**src/hdl/dotp_pkg.sv**
```systemverilog
`timescale 1ns / 1ps
`default_nettype none

package dotp_pkg;

  localparam int unsigned PosWidth = 9;
  localparam logic [PosWidth-1:0] OPTION_AREA_BYTES = PosWidth'(308);

  localparam logic [7:0] TAG_PAD     = 8'd0;
  localparam logic [7:0] TAG_MASK    = 8'd1;
  localparam logic [7:0] TAG_ROUTER  = 8'd3;
  localparam logic [7:0] TAG_DNS     = 8'd6;
  localparam logic [7:0] TAG_MSGTYPE = 8'd53;
  localparam logic [7:0] TAG_SERVER  = 8'd54;
  localparam logic [7:0] TAG_END     = 8'd255;

  typedef struct packed {
    logic [7:0] option_byte;
    logic       first_byte;
    logic       clear_values;
  } in_item_t;

  typedef struct packed {
    logic [7:0]  message_type;
    logic [31:0] subnet_mask;
    logic [31:0] router_addr;
    logic [31:0] dns_addr;
    logic [31:0] server_ident;
    logic        server_ident_found;
    logic        walk_done;
    logic        overrun;
  } out_item_t;

  // input register contents handed to the walker
  typedef struct packed {
    logic     valid;
    in_item_t item;
  } stage_t;

endpackage

`default_nettype wire

```
**src/hdl/dotp_in_stage.sv**
```systemverilog
`timescale 1ns / 1ps
`default_nettype none

module dotp_in_stage (
  input  wire logic              clk_i,
  input  wire logic              rst_ni,
  input  wire logic              in_valid_i,
  output logic                   in_ready_o,
  input  wire dotp_pkg::in_item_t in_item_i,
  input  wire logic              advance_i,
  output dotp_pkg::stage_t       stage_o
);

  logic              valid_q, valid_d;
  dotp_pkg::in_item_t item_q;
  logic              load;

  assign in_ready_o = !valid_q || advance_i;
  assign load       = in_valid_i && in_ready_o;
  assign valid_d    = load || (valid_q && !advance_i);

  always_ff @(posedge clk_i or negedge rst_ni) begin
    if (!rst_ni) begin
      valid_q <= 1'b0;
    end else begin
      valid_q <= valid_d;
    end
  end

  always_ff @(posedge clk_i) begin
    if (load) begin
      item_q <= in_item_i;
    end
  end

  assign stage_o.valid = valid_q;
  assign stage_o.item  = item_q;

endmodule

`default_nettype wire

```
**src/hdl/dotp_walker.sv**
```systemverilog
`timescale 1ns / 1ps
`default_nettype none

module dotp_walker (
  input  wire logic               clk_i,
  input  wire logic               rst_ni,
  input  wire dotp_pkg::stage_t   stage_i,
  output logic                    advance_o,
  output logic                    out_valid_o,
  input  wire logic               out_ready_i,
  output dotp_pkg::out_item_t     out_item_o
);

  typedef enum logic [1:0] {
    PH_TAG,
    PH_LEN,
    PH_VAL,
    PH_DONE
  } phase_e;

  phase_e                            phase_q, phase_d;
  logic [7:0]                        tag_q, tag_d;
  logic [7:0]                        len_q, len_d;
  logic [7:0]                        idx_q, idx_d;
  logic [31:0]                       shift_q, shift_d;
  logic [dotp_pkg::PosWidth-1:0]     pos_q, pos_d;
  logic [7:0]                        type_q, type_d;
  logic                              type_seen_q, type_seen_d;
  logic [31:0]                       mask_q, mask_d;
  logic [31:0]                       router_q, router_d;
  logic [31:0]                       dns_q, dns_d;
  logic [31:0]                       server_q, server_d;
  logic                              server_seen_q, server_seen_d;
  logic                              done_q, done_d;
  logic                              ovr_q, ovr_d;
  logic                              out_valid_q, out_valid_d;

  logic                              first;
  logic                              clr;
  logic [7:0]                        b;
  logic                              count;

  assign advance_o   = stage_i.valid && (!out_valid_q || out_ready_i);
  assign out_valid_d = advance_o || (out_valid_q && !out_ready_i);

  assign first = stage_i.item.first_byte;
  assign clr   = first && stage_i.item.clear_values;
  assign b     = stage_i.item.option_byte;

  always_comb begin
    phase_d       = first ? PH_TAG : phase_q;
    pos_d         = first ? '0 : pos_q;
    done_d        = first ? 1'b0 : done_q;
    ovr_d         = first ? 1'b0 : ovr_q;
    tag_d         = tag_q;
    len_d         = len_q;
    idx_d         = idx_q;
    shift_d       = shift_q;
    type_d        = clr ? 8'd0 : type_q;
    type_seen_d   = clr ? 1'b0 : type_seen_q;
    mask_d        = clr ? 32'd0 : mask_q;
    router_d      = clr ? 32'd0 : router_q;
    dns_d         = clr ? 32'd0 : dns_q;
    server_d      = clr ? 32'd0 : server_q;
    server_seen_d = clr ? 1'b0 : server_seen_q;
    count         = 1'b1;

    unique case (phase_d)
      PH_TAG: begin
        if (b == dotp_pkg::TAG_END) begin
          phase_d = PH_DONE;
          done_d  = 1'b1;
          count   = 1'b0;
        end else if (b != dotp_pkg::TAG_PAD) begin
          tag_d   = b;
          phase_d = PH_LEN;
        end
      end
      PH_LEN: begin
        len_d   = b;
        idx_d   = 8'd0;
        shift_d = 32'd0;
        phase_d = (b == 8'd0) ? PH_TAG : PH_VAL;
      end
      PH_VAL: begin
        if (idx_q < 8'd4) begin
          shift_d = {shift_q[23:0], b};
        end
        idx_d = idx_q + 8'd1;
        if (idx_d == len_q) begin
          phase_d = PH_TAG;
          priority if (tag_q == dotp_pkg::TAG_MSGTYPE && len_q == 8'd1 && !type_seen_d) begin
            type_d      = shift_d[7:0];
            type_seen_d = 1'b1;
          end else if (tag_q == dotp_pkg::TAG_MASK && len_q == 8'd4) begin
            mask_d = shift_d;
          end else if (tag_q == dotp_pkg::TAG_ROUTER && len_q >= 8'd4) begin
            router_d = shift_d;
          end else if (tag_q == dotp_pkg::TAG_DNS && len_q >= 8'd4) begin
            dns_d = shift_d;
          end else if (tag_q == dotp_pkg::TAG_SERVER && len_q == 8'd4 && !server_seen_d) begin
            server_d      = shift_d;
            server_seen_d = 1'b1;
          end else begin
          end
        end
      end
      PH_DONE: begin
        count = 1'b0;
      end
      default: begin
        count = 1'b0;
      end
    endcase

    if (count) begin
      pos_d = pos_d + 1'b1;
      if (pos_d >= dotp_pkg::OPTION_AREA_BYTES) begin
        // limit cuts the walk; an open entry is an overrun
        if (phase_d != PH_TAG) begin
          ovr_d = 1'b1;
        end
        phase_d = PH_DONE;
        done_d  = 1'b1;
      end
    end
  end

  always_ff @(posedge clk_i or negedge rst_ni) begin
    if (!rst_ni) begin
      phase_q       <= PH_TAG;
      tag_q         <= 8'd0;
      len_q         <= 8'd0;
      idx_q         <= 8'd0;
      shift_q       <= 32'd0;
      pos_q         <= '0;
      type_q        <= 8'd0;
      type_seen_q   <= 1'b0;
      mask_q        <= 32'd0;
      router_q      <= 32'd0;
      dns_q         <= 32'd0;
      server_q      <= 32'd0;
      server_seen_q <= 1'b0;
      done_q        <= 1'b0;
      ovr_q         <= 1'b0;
      out_valid_q   <= 1'b0;
    end else begin
      out_valid_q <= out_valid_d;
      if (advance_o) begin
        phase_q       <= phase_d;
        tag_q         <= tag_d;
        len_q         <= len_d;
        idx_q         <= idx_d;
        shift_q       <= shift_d;
        pos_q         <= pos_d;
        type_q        <= type_d;
        type_seen_q   <= type_seen_d;
        mask_q        <= mask_d;
        router_q      <= router_d;
        dns_q         <= dns_d;
        server_q      <= server_d;
        server_seen_q <= server_seen_d;
        done_q        <= done_d;
        ovr_q         <= ovr_d;
      end
    end
  end

  // held values change only when an item advances, so they are the result
  assign out_valid_o                   = out_valid_q;
  assign out_item_o.message_type       = type_q;
  assign out_item_o.subnet_mask        = mask_q;
  assign out_item_o.router_addr        = router_q;
  assign out_item_o.dns_addr           = dns_q;
  assign out_item_o.server_ident       = server_q;
  assign out_item_o.server_ident_found = server_seen_q;
  assign out_item_o.walk_done          = done_q;
  assign out_item_o.overrun            = ovr_q;

endmodule

`default_nettype wire

```
**src/hdl/dhcp_option_tlv_parser.sv**
```systemverilog
// Result path: an accepted item is captured in the input register, then moves into
// the walker registers, whose held values form the result.
// Throughput: one item per cycle unless the result side stalls; the walker updates
// its phase and held values in a single pass as the item leaves the input register.
// Reset (rst_ni low, asynchronous): walk restarts at byte 0 expecting a tag,
// all held values and flags read zero, both channels empty.
`timescale 1ns / 1ps
`default_nettype none

module dhcp_option_tlv_parser (
  input  wire logic                clk_i,
  input  wire logic                rst_ni,
  input  wire logic                in_valid_i,
  output logic                     in_ready_o,
  input  wire dotp_pkg::in_item_t  in_item_i,
  output logic                     out_valid_o,
  input  wire logic                out_ready_i,
  output dotp_pkg::out_item_t      out_item_o
);

  dotp_pkg::stage_t stage;
  logic             advance;

  dotp_in_stage u_in_stage (
    .clk_i      (clk_i),
    .rst_ni     (rst_ni),
    .in_valid_i (in_valid_i),
    .in_ready_o (in_ready_o),
    .in_item_i  (in_item_i),
    .advance_i  (advance),
    .stage_o    (stage)
  );

  dotp_walker u_walker (
    .clk_i       (clk_i),
    .rst_ni      (rst_ni),
    .stage_i     (stage),
    .advance_o   (advance),
    .out_valid_o (out_valid_o),
    .out_ready_i (out_ready_i),
    .out_item_o  (out_item_o)
  );

endmodule

`default_nettype wire

```
**config.mk**
```make
export PLATFORM = sky130hd
export DESIGN_NAME = dhcp_option_tlv_parser
export DESIGN_NICKNAME = d
export VERILOG_FILES = /design/src/hdl/dotp_pkg.sv /design/src/hdl/dotp_in_stage.sv /design/src/hdl/dotp_walker.sv /design/src/hdl/dhcp_option_tlv_parser.sv
export SDC_FILE = /design/constraint.sdc
export NUM_CORES = 1
export LEC_CHECK = 0
export BUFFER_PORTS_ARGS = -buffer_cell sky130_fd_sc_hd__buf_2
export CAP_MARGIN = 25
export CORE_UTILIZATION = 25
export CTS_CLUSTER_DIAMETER = 50
export DETAILED_ROUTE_END_ITERATION = 10
export PLACE_DENSITY = 0.41
export SETUP_SLACK_MARGIN = 0.2
export SYNTH_ARGS = -nofsm -noshare
export SYNTH_HDL_FRONTEND = slang
export SYNTH_SLANG_ARGS = --single-unit
```
**constraint.sdc**
```tcl
create_clock -name clk_i -period 7.4 [get_ports clk_i]
set_clock_uncertainty 0.15 [all_clocks]
set_input_delay 0.74 -clock clk_i [delete_from_list [all_inputs] [get_ports clk_i]]
set_output_delay 0.74 -clock clk_i [all_outputs]
set_load 0.03 [all_outputs]
```
### After elaboration in Yosys (flattened, before gate mapping)

Index checks and enable logic that the tools add are counted.

* output and inout port bits: 141
* register bits: 219
* input bits: 14

* mux-type cells: 66
* $add $sub $neg: 2
* order comparisons: 3
* reduce and logical (&&, ||, !) cells: 30
* equality and inequality tests: 12
* bitwise operators: 1

Operators by type and width (count)
* $mux W32: 27
* $pmux W32 S2: 1
* $mux W8: 4
* $mux W1: 22
* $mux W9: 2
* $eq A8 B1 Y1 const B: 2
* $eq A8 B3 Y1 const B: 2
* $eq A8 B6 Y1 const B: 2
* $pmux W8 S2: 1
* $mux W2: 7
* $logic_and A1 B1 Y1: 12
* $add A9 B1 Y9 const B: 1
* $ge A9 B9 Y1 const B: 1
* $add A8 B1 Y8 const B: 1
* $eq A8 B2 Y1 const B: 1
* $eq A8 B8 Y1: 1
* $eq A8 B8 Y1 const B: 1
* $ge A8 B3 Y1 const B: 1
* $logic_not A8 Y1: 1
* $lt A8 B3 Y1 const B: 1
* $reduce_bool A8 Y1: 1
* $logic_not A1 Y1: 6
* $pmux W2 S3: 1
* $eq A2 B2 Y1 const B: 2
* 8 further kinds: 13

### Logic depth before layout (Yosys ltp)

* word-level depth: 11
* depth in mapped cells: 11
* mapped depth without buffers: 9

### Cells and area by module

A second synthesis with hierarchy kept.

* cells, all modules: 887
* area total of the unflattened synthesis: 9887.0 um^2

By module, submodules not included
* dotp_walker: cells each 872, instances 1, seq. area each 5205.0 um^2, area an instance 9525.4 um^2
* dotp_in_stage: cells each 15, instances 1, seq. area each 325.3 um^2, area an instance 361.6 um^2

### Least setup slack after synthesis

No wires, ideal clock.

* path kind: register to register
* start: reg u_walker.idx_q[0]
* end: reg u_walker.server_q[2]
* cell stages (with the launch flop): 9
* arrival time: 2.378 ns
* buffers on the path: 1
* path slack: 4.791 ns
* period minus slack after synthesis: 2.609 ns
* path through: dfrtp_1 > ha_1 > xor2_1 > a2111o_1 > nor3_2 > nand4_4 > a211oi_4 > buf_6 > mux2i_1

* word-level cells in the longest chain between the ends: 9

RTL lines
* start: declaration: RTL line dotp_walker.sv:24 `logic [7:0] idx_q, idx_d;`
* start signal: assignment: RTL line dotp_walker.sv:153 `idx_q <= idx_d;`
* $lt A8 B3 Y1: RTL line dotp_walker.sv:86 `if (idx_q < 8'd4) begin`
* $mux W32: RTL line dotp_walker.sv:86
* $mux W32: RTL line dotp_walker.sv:101 `end else if (tag_q == dotp_pkg::TAG_SERVER && len_q == 8'd4 && !server_seen_d) begin`
* $mux W32: RTL line dotp_walker.sv:99 `end else if (tag_q == dotp_pkg::TAG_DNS && len_q >= 8'd4) begin`
* $mux W32: RTL line dotp_walker.sv:97 `end else if (tag_q == dotp_pkg::TAG_ROUTER && len_q >= 8'd4) begin`
* $mux W32: RTL line dotp_walker.sv:95 `end else if (tag_q == dotp_pkg::TAG_MASK && len_q == 8'd4) begin`
* $mux W32: RTL line dotp_walker.sv:92 `priority if (tag_q == dotp_pkg::TAG_MSGTYPE && len_q == 8'd1 && !type_seen_d) begin`
* $mux W32 *: RTL line dotp_walker.sv:90 `if (idx_d == len_q) begin`
* $mux W32 *: RTL line dotp_walker.sv:68 `unique case (phase_d)`
* end signal: assignment: RTL line dotp_walker.sv:161 `server_q <= server_d;`
* end: declaration: RTL line dotp_walker.sv:32 `logic [31:0] server_q, server_d;`

Every way passes the cells marked *; elsewhere a longest branch is shown, timed or not.
A chain may end at the register's enable or synchronous reset.

### Final worst setup path

* start: reg u_in_stage.item_q, in the netlist u_in_stage.stage_o[1]
* end: reg u_walker.server_q[22]

* word-level cells in the longest chain between the ends: 11

RTL lines
* start: declaration: RTL line dotp_in_stage.sv:15 `dotp_pkg::in_item_t item_q;`
* start signal: assignment: RTL line dotp_in_stage.sv:32 `item_q <= in_item_i;`
* $logic_and A1 B1 Y1: RTL line dotp_walker.sv:47 `assign clr = first && stage_i.item.clear_values;`
* $mux W1: RTL line dotp_walker.sv:65 `server_seen_d = clr ? 1'b0 : server_seen_q;`
* $logic_not A1 Y1: RTL line dotp_walker.sv:101
* $logic_and A1 B1 Y1: RTL line dotp_walker.sv:101
* $mux W32: RTL line dotp_walker.sv:101
* $mux W32: RTL line dotp_walker.sv:99
* $mux W32: RTL line dotp_walker.sv:97
* $mux W32: RTL line dotp_walker.sv:95
* $mux W32: RTL line dotp_walker.sv:92
* $mux W32: RTL line dotp_walker.sv:90
* $mux W32 *: RTL line dotp_walker.sv:68

Marked as above.

==> summary.md <==
| Metric | Value |
|---|---|
| Clock Sinks | 219 |
| Hold Fails Final Rpt | 0 |
| RSZ-0062 raised after global routing | false |
| DRT Wirelength | 28.7 mm |
| Die area | 40900 um2 |
| Outcome | finished clean |
| Post-synthesis async set-or-reset flop share | 95.4% |
| 1st-iter DRT viols | 273 |
| Gr ovfl total | 0 |
| Seq cells post-synth | 219 |
| Worst reg2reg path depth | 9 |
| Number of distinct library cells after synthesis | 62 |
| Drt wl/cell | 18.3 um |
| Root buffer selected by CTS | clkbuf_16 |
| Row cnt | 72 |
| Die Width | 202 um |
| Seq/Total Area, Yosys | 55.2% |
| Max H-tree Level | 1 |
| Leakage dissipation | 5.94 nW |
| Share of layout cells above drive strength 1 | 23.8% |
| Post-route ant nets | 0 |
| Post-layout min period | 3.92 ns |
| Hold Crit Class | input port to asynchronous set/reset pin |
| Postcts setup bufs | 0 |
| Crit path depth | 9 |
| Via count | 7134 |
| Ranking of synthesized cells by area | dfrtp_1, mux2i_1, nand2_1 |
| Largest net degree at the start of global routing | 100 |
| Post-synth EDFFs | 10 |
| Syn_area_per_cell | 11.3 um2 |
| Post-CTS Hold Fix Bufs | 0 |
| XOR/XNOR share of the synthesized area | 0.962% |
| Worst setup SP type | flip-flop |
| Worst Setup SP | u_in_stage.stage_o[1] |
| N_diodes | 0 |
| Share of the synthesized area in the top cell type | 52.2% |
| I/O Pins | 155 |
| Crit path required time | 7.73 ns |
| Worst-Skew Late Latency | 0.57 ns |
| Clk buf depth | 3 |
| Reg-to-reg endpoint | u_walker.server_q[22] |
| Reg clk slew, reported paths | 0.06 ns |
| CP cell instances | nor2b_1 > inv_1 > ha_1 > nand3_1 > a2111oi_4 > nand4_4 > a211oi_4 > buf_4 > mux2i_1 |
| Worst reg2reg setup slack | 3.48 ns |
| Mux cell area share after synthesis | 19.2% |
| Sw power | 0.940 mW |
| Compound-Gate Fraction of Synth Area | 6.86% |
| Initial Utilization | 25.6% |
| Worst slew pin tran | 1.02 ns |
| Area Overhead vs Synth | 23.3% |
| VDD IR-drop max | 168 uV |
| Slew Limit Fails | 0 |
| Post-DR vias/cell | 4.54 |
| Maxcap violations | 0 |
| Reg2reg start | u_in_stage.stage_o[1] |
| Die Y | 202 um |
| Max FO, Critical Path | 32 |
| Post-Syn Area | 10000 um2 |
| Power Total | 3.37 mW |
| Global-route wire length before repair | 45.0 mm |
| Core area | 39100 um2 |
| Primary FF master, synth | dfrtp_1 |
| CP top delay family | flip-flops |
| Largest family of logic cells by synthesized area | multiplexers |
| Most frequent cells in the layout | dfrtp_1, nand2_1, mux2i_1 |
| Power Internal | 2.43 mW |
| Pwr/cell area | 273 nW/um2 |
| Initial antenna violation count | 0 |
| Synth warnings | 0 |
| Setup TNS | 0 ns |
| CP arrival | 4.25 ns |
| CTS tree | yes |
| Slew headroom | 29.8% |
| Commonest non-fill, non-tap cell in the layout | dfrtp_1 |
| Seq pwr share | 41.5% |
| Net count after synthesis | 906 |
| Setup CP Type | flip-flop to flip-flop |
| Vias in the first global route | 7228 |
| Crit share post-route | 53.0% |
| RePlAce Congestion | 0.706 |
| Combinational fraction of design power | 12.0% |
| Residual DRC count | 0 |
| Number of setup violations in the final report | 0 |
| F_max | 0.255 GHz |
| Yosys top cell by area | dfrtp_1 |
| Bufs and invs on worst path | 2 |
| CTS Buf Count | 31 |
| HPWL after DPL | 18.6 mm |
| Gate Count Post-Synth | 885 |
| Port-buffer cells | 154 |
| Simple-gate share of the synthesized area | 13.5% |
| Switch share | 27.9% |
| Max incr delay on CP | 0.85 ns |
| Clk network pwr share | 46.5% |
| CTS resizes | 0 |
| Gr usage total | 14.1% |
| Crit end category | flip-flop |
| Nets | 1051 |
| Worst path slowest cell | edfxtp_1 |
| Post-Synth Adder-Cell Area | 0.875% |
| Router iterations before antenna repair | 4 |
[power by group through the flow]
stage | Sequential (mW) | Clock (mW) | Combinational [mW]
final | 1.40 | 1.57 | 0.405
after global routing | 1.41 | 1.67 | 0.455
after CTS | 1.40 | 1.62 | 0.415
after detailed placement | 1.42 | 0 | 0.413
after global placement | 1.42 | 0 | 0.411
after floorplan | 1.38 | 0 | 0.306
[state kept, by name (all words and copies together), names as in the netlist, 9 cells and up]
name                count
u_walker.shift_q       32
u_walker.dns_q         32
u_walker.mask_q        32
u_walker.pos_q          9
u_in_stage.stage_o     10
u_walker.router_q      32
u_walker.server_q      32
[worst reg2reg max path, delay by kind of cell, from the launching register on]
kind            cells  cell delay [ns]
compound gates      2             0.52
buf+inv             2             0.73
simple gates        3             0.78
mux                 1             0.32
flops               1             0.85
fa+ha+maj           1             0.49
[layer usage]
metal / share of wire [%] / global-route usage, % / wire length (um) / vias up
li1: - / - / - / 3386
met3: 3.7 / 2.58 / 1060 / 33
met1: 49 / 20.2 / 14200 / 3580
met5: 0 / 0 / 0 / -
met4: 1.8 / 3.22 / 519 / 0
met2: 45 / 22.0 / 13000 / 135
[Yosys cell counts (7+ instances only)]
| cell | number |
|---|---|
| nand4_1 | 7 |
| nand2_1 | 198 |
| ha_1 | 7 |
| xnor2_1 | 8 |
| nand3_1 | 11 |
| mux2_2 | 17 |
| nor3_1 | 7 |
| o21ai_0 | 53 |
| nand2b_1 | 9 |
| nor2_1 | 16 |
| edfxtp_1 | 10 |
| dfrtp_1 | 209 |
| a21oi_1 | 9 |
| buf_6 | 11 |
| mux2i_1 | 173 |
| buf_4 | 7 |
| clkbuf_1 | 31 |
[layout make-up]
| class | instances | area [um2] |
|---|---|---|
| timing repair buffer | 166 | 881 |
| inverter | 6 | 22.5 |
| tap | 518 | 648 |
| fill | 4085 | 26700 |
| multi-input combinational | 606 | 4170 |
| clock inverter | 17 | 225 |
| clock buffer | 41 | 873 |
| sequential | 219 | 5530 |
[worst max-delay path by stage]
stage / endpoint
2_1_floorplan: u_walker.server_q[2]
3_3_place_gp: u_walker.mask_q[24]
3_5_place_dp: u_walker.mask_q[1]
4_1_cts: u_walker.server_q[6]
5_1_grt: u_walker.server_q[0]
6_report: u_walker.server_q[22]
[per-stage QoR]
stage / setup slack (ns) / cells / utilization, % / hold slack, ns / cell area, um2
floorplan: 4.79 / 885 / - / 0.294 / 10000
global placement: 3.28 / 1512 / 28.7 / 0.313 / 11200
detailed placement: 3.41 / 1514 / 28.8 / 0.320 / 11200
CTS: 3.38 / 1572 / 31.6 / 0.104 / 12300
global route: 3.18 / 1573 / 31.6 / 0.102 / 12300
finish: 3.48 / 1573 / 31.6 / 0.0656 / 12300
[kinds of logic after synthesis]
family	count (synthesis)
adders and majority gates	7
and+or+nand+nor	295
DFF	219
xor gates and xnor gates	11
buffers and inverters	60
muxes	190
AOI/OAI and AO/OA	103
No activity file was read; power rests on OpenSTA's default activity.
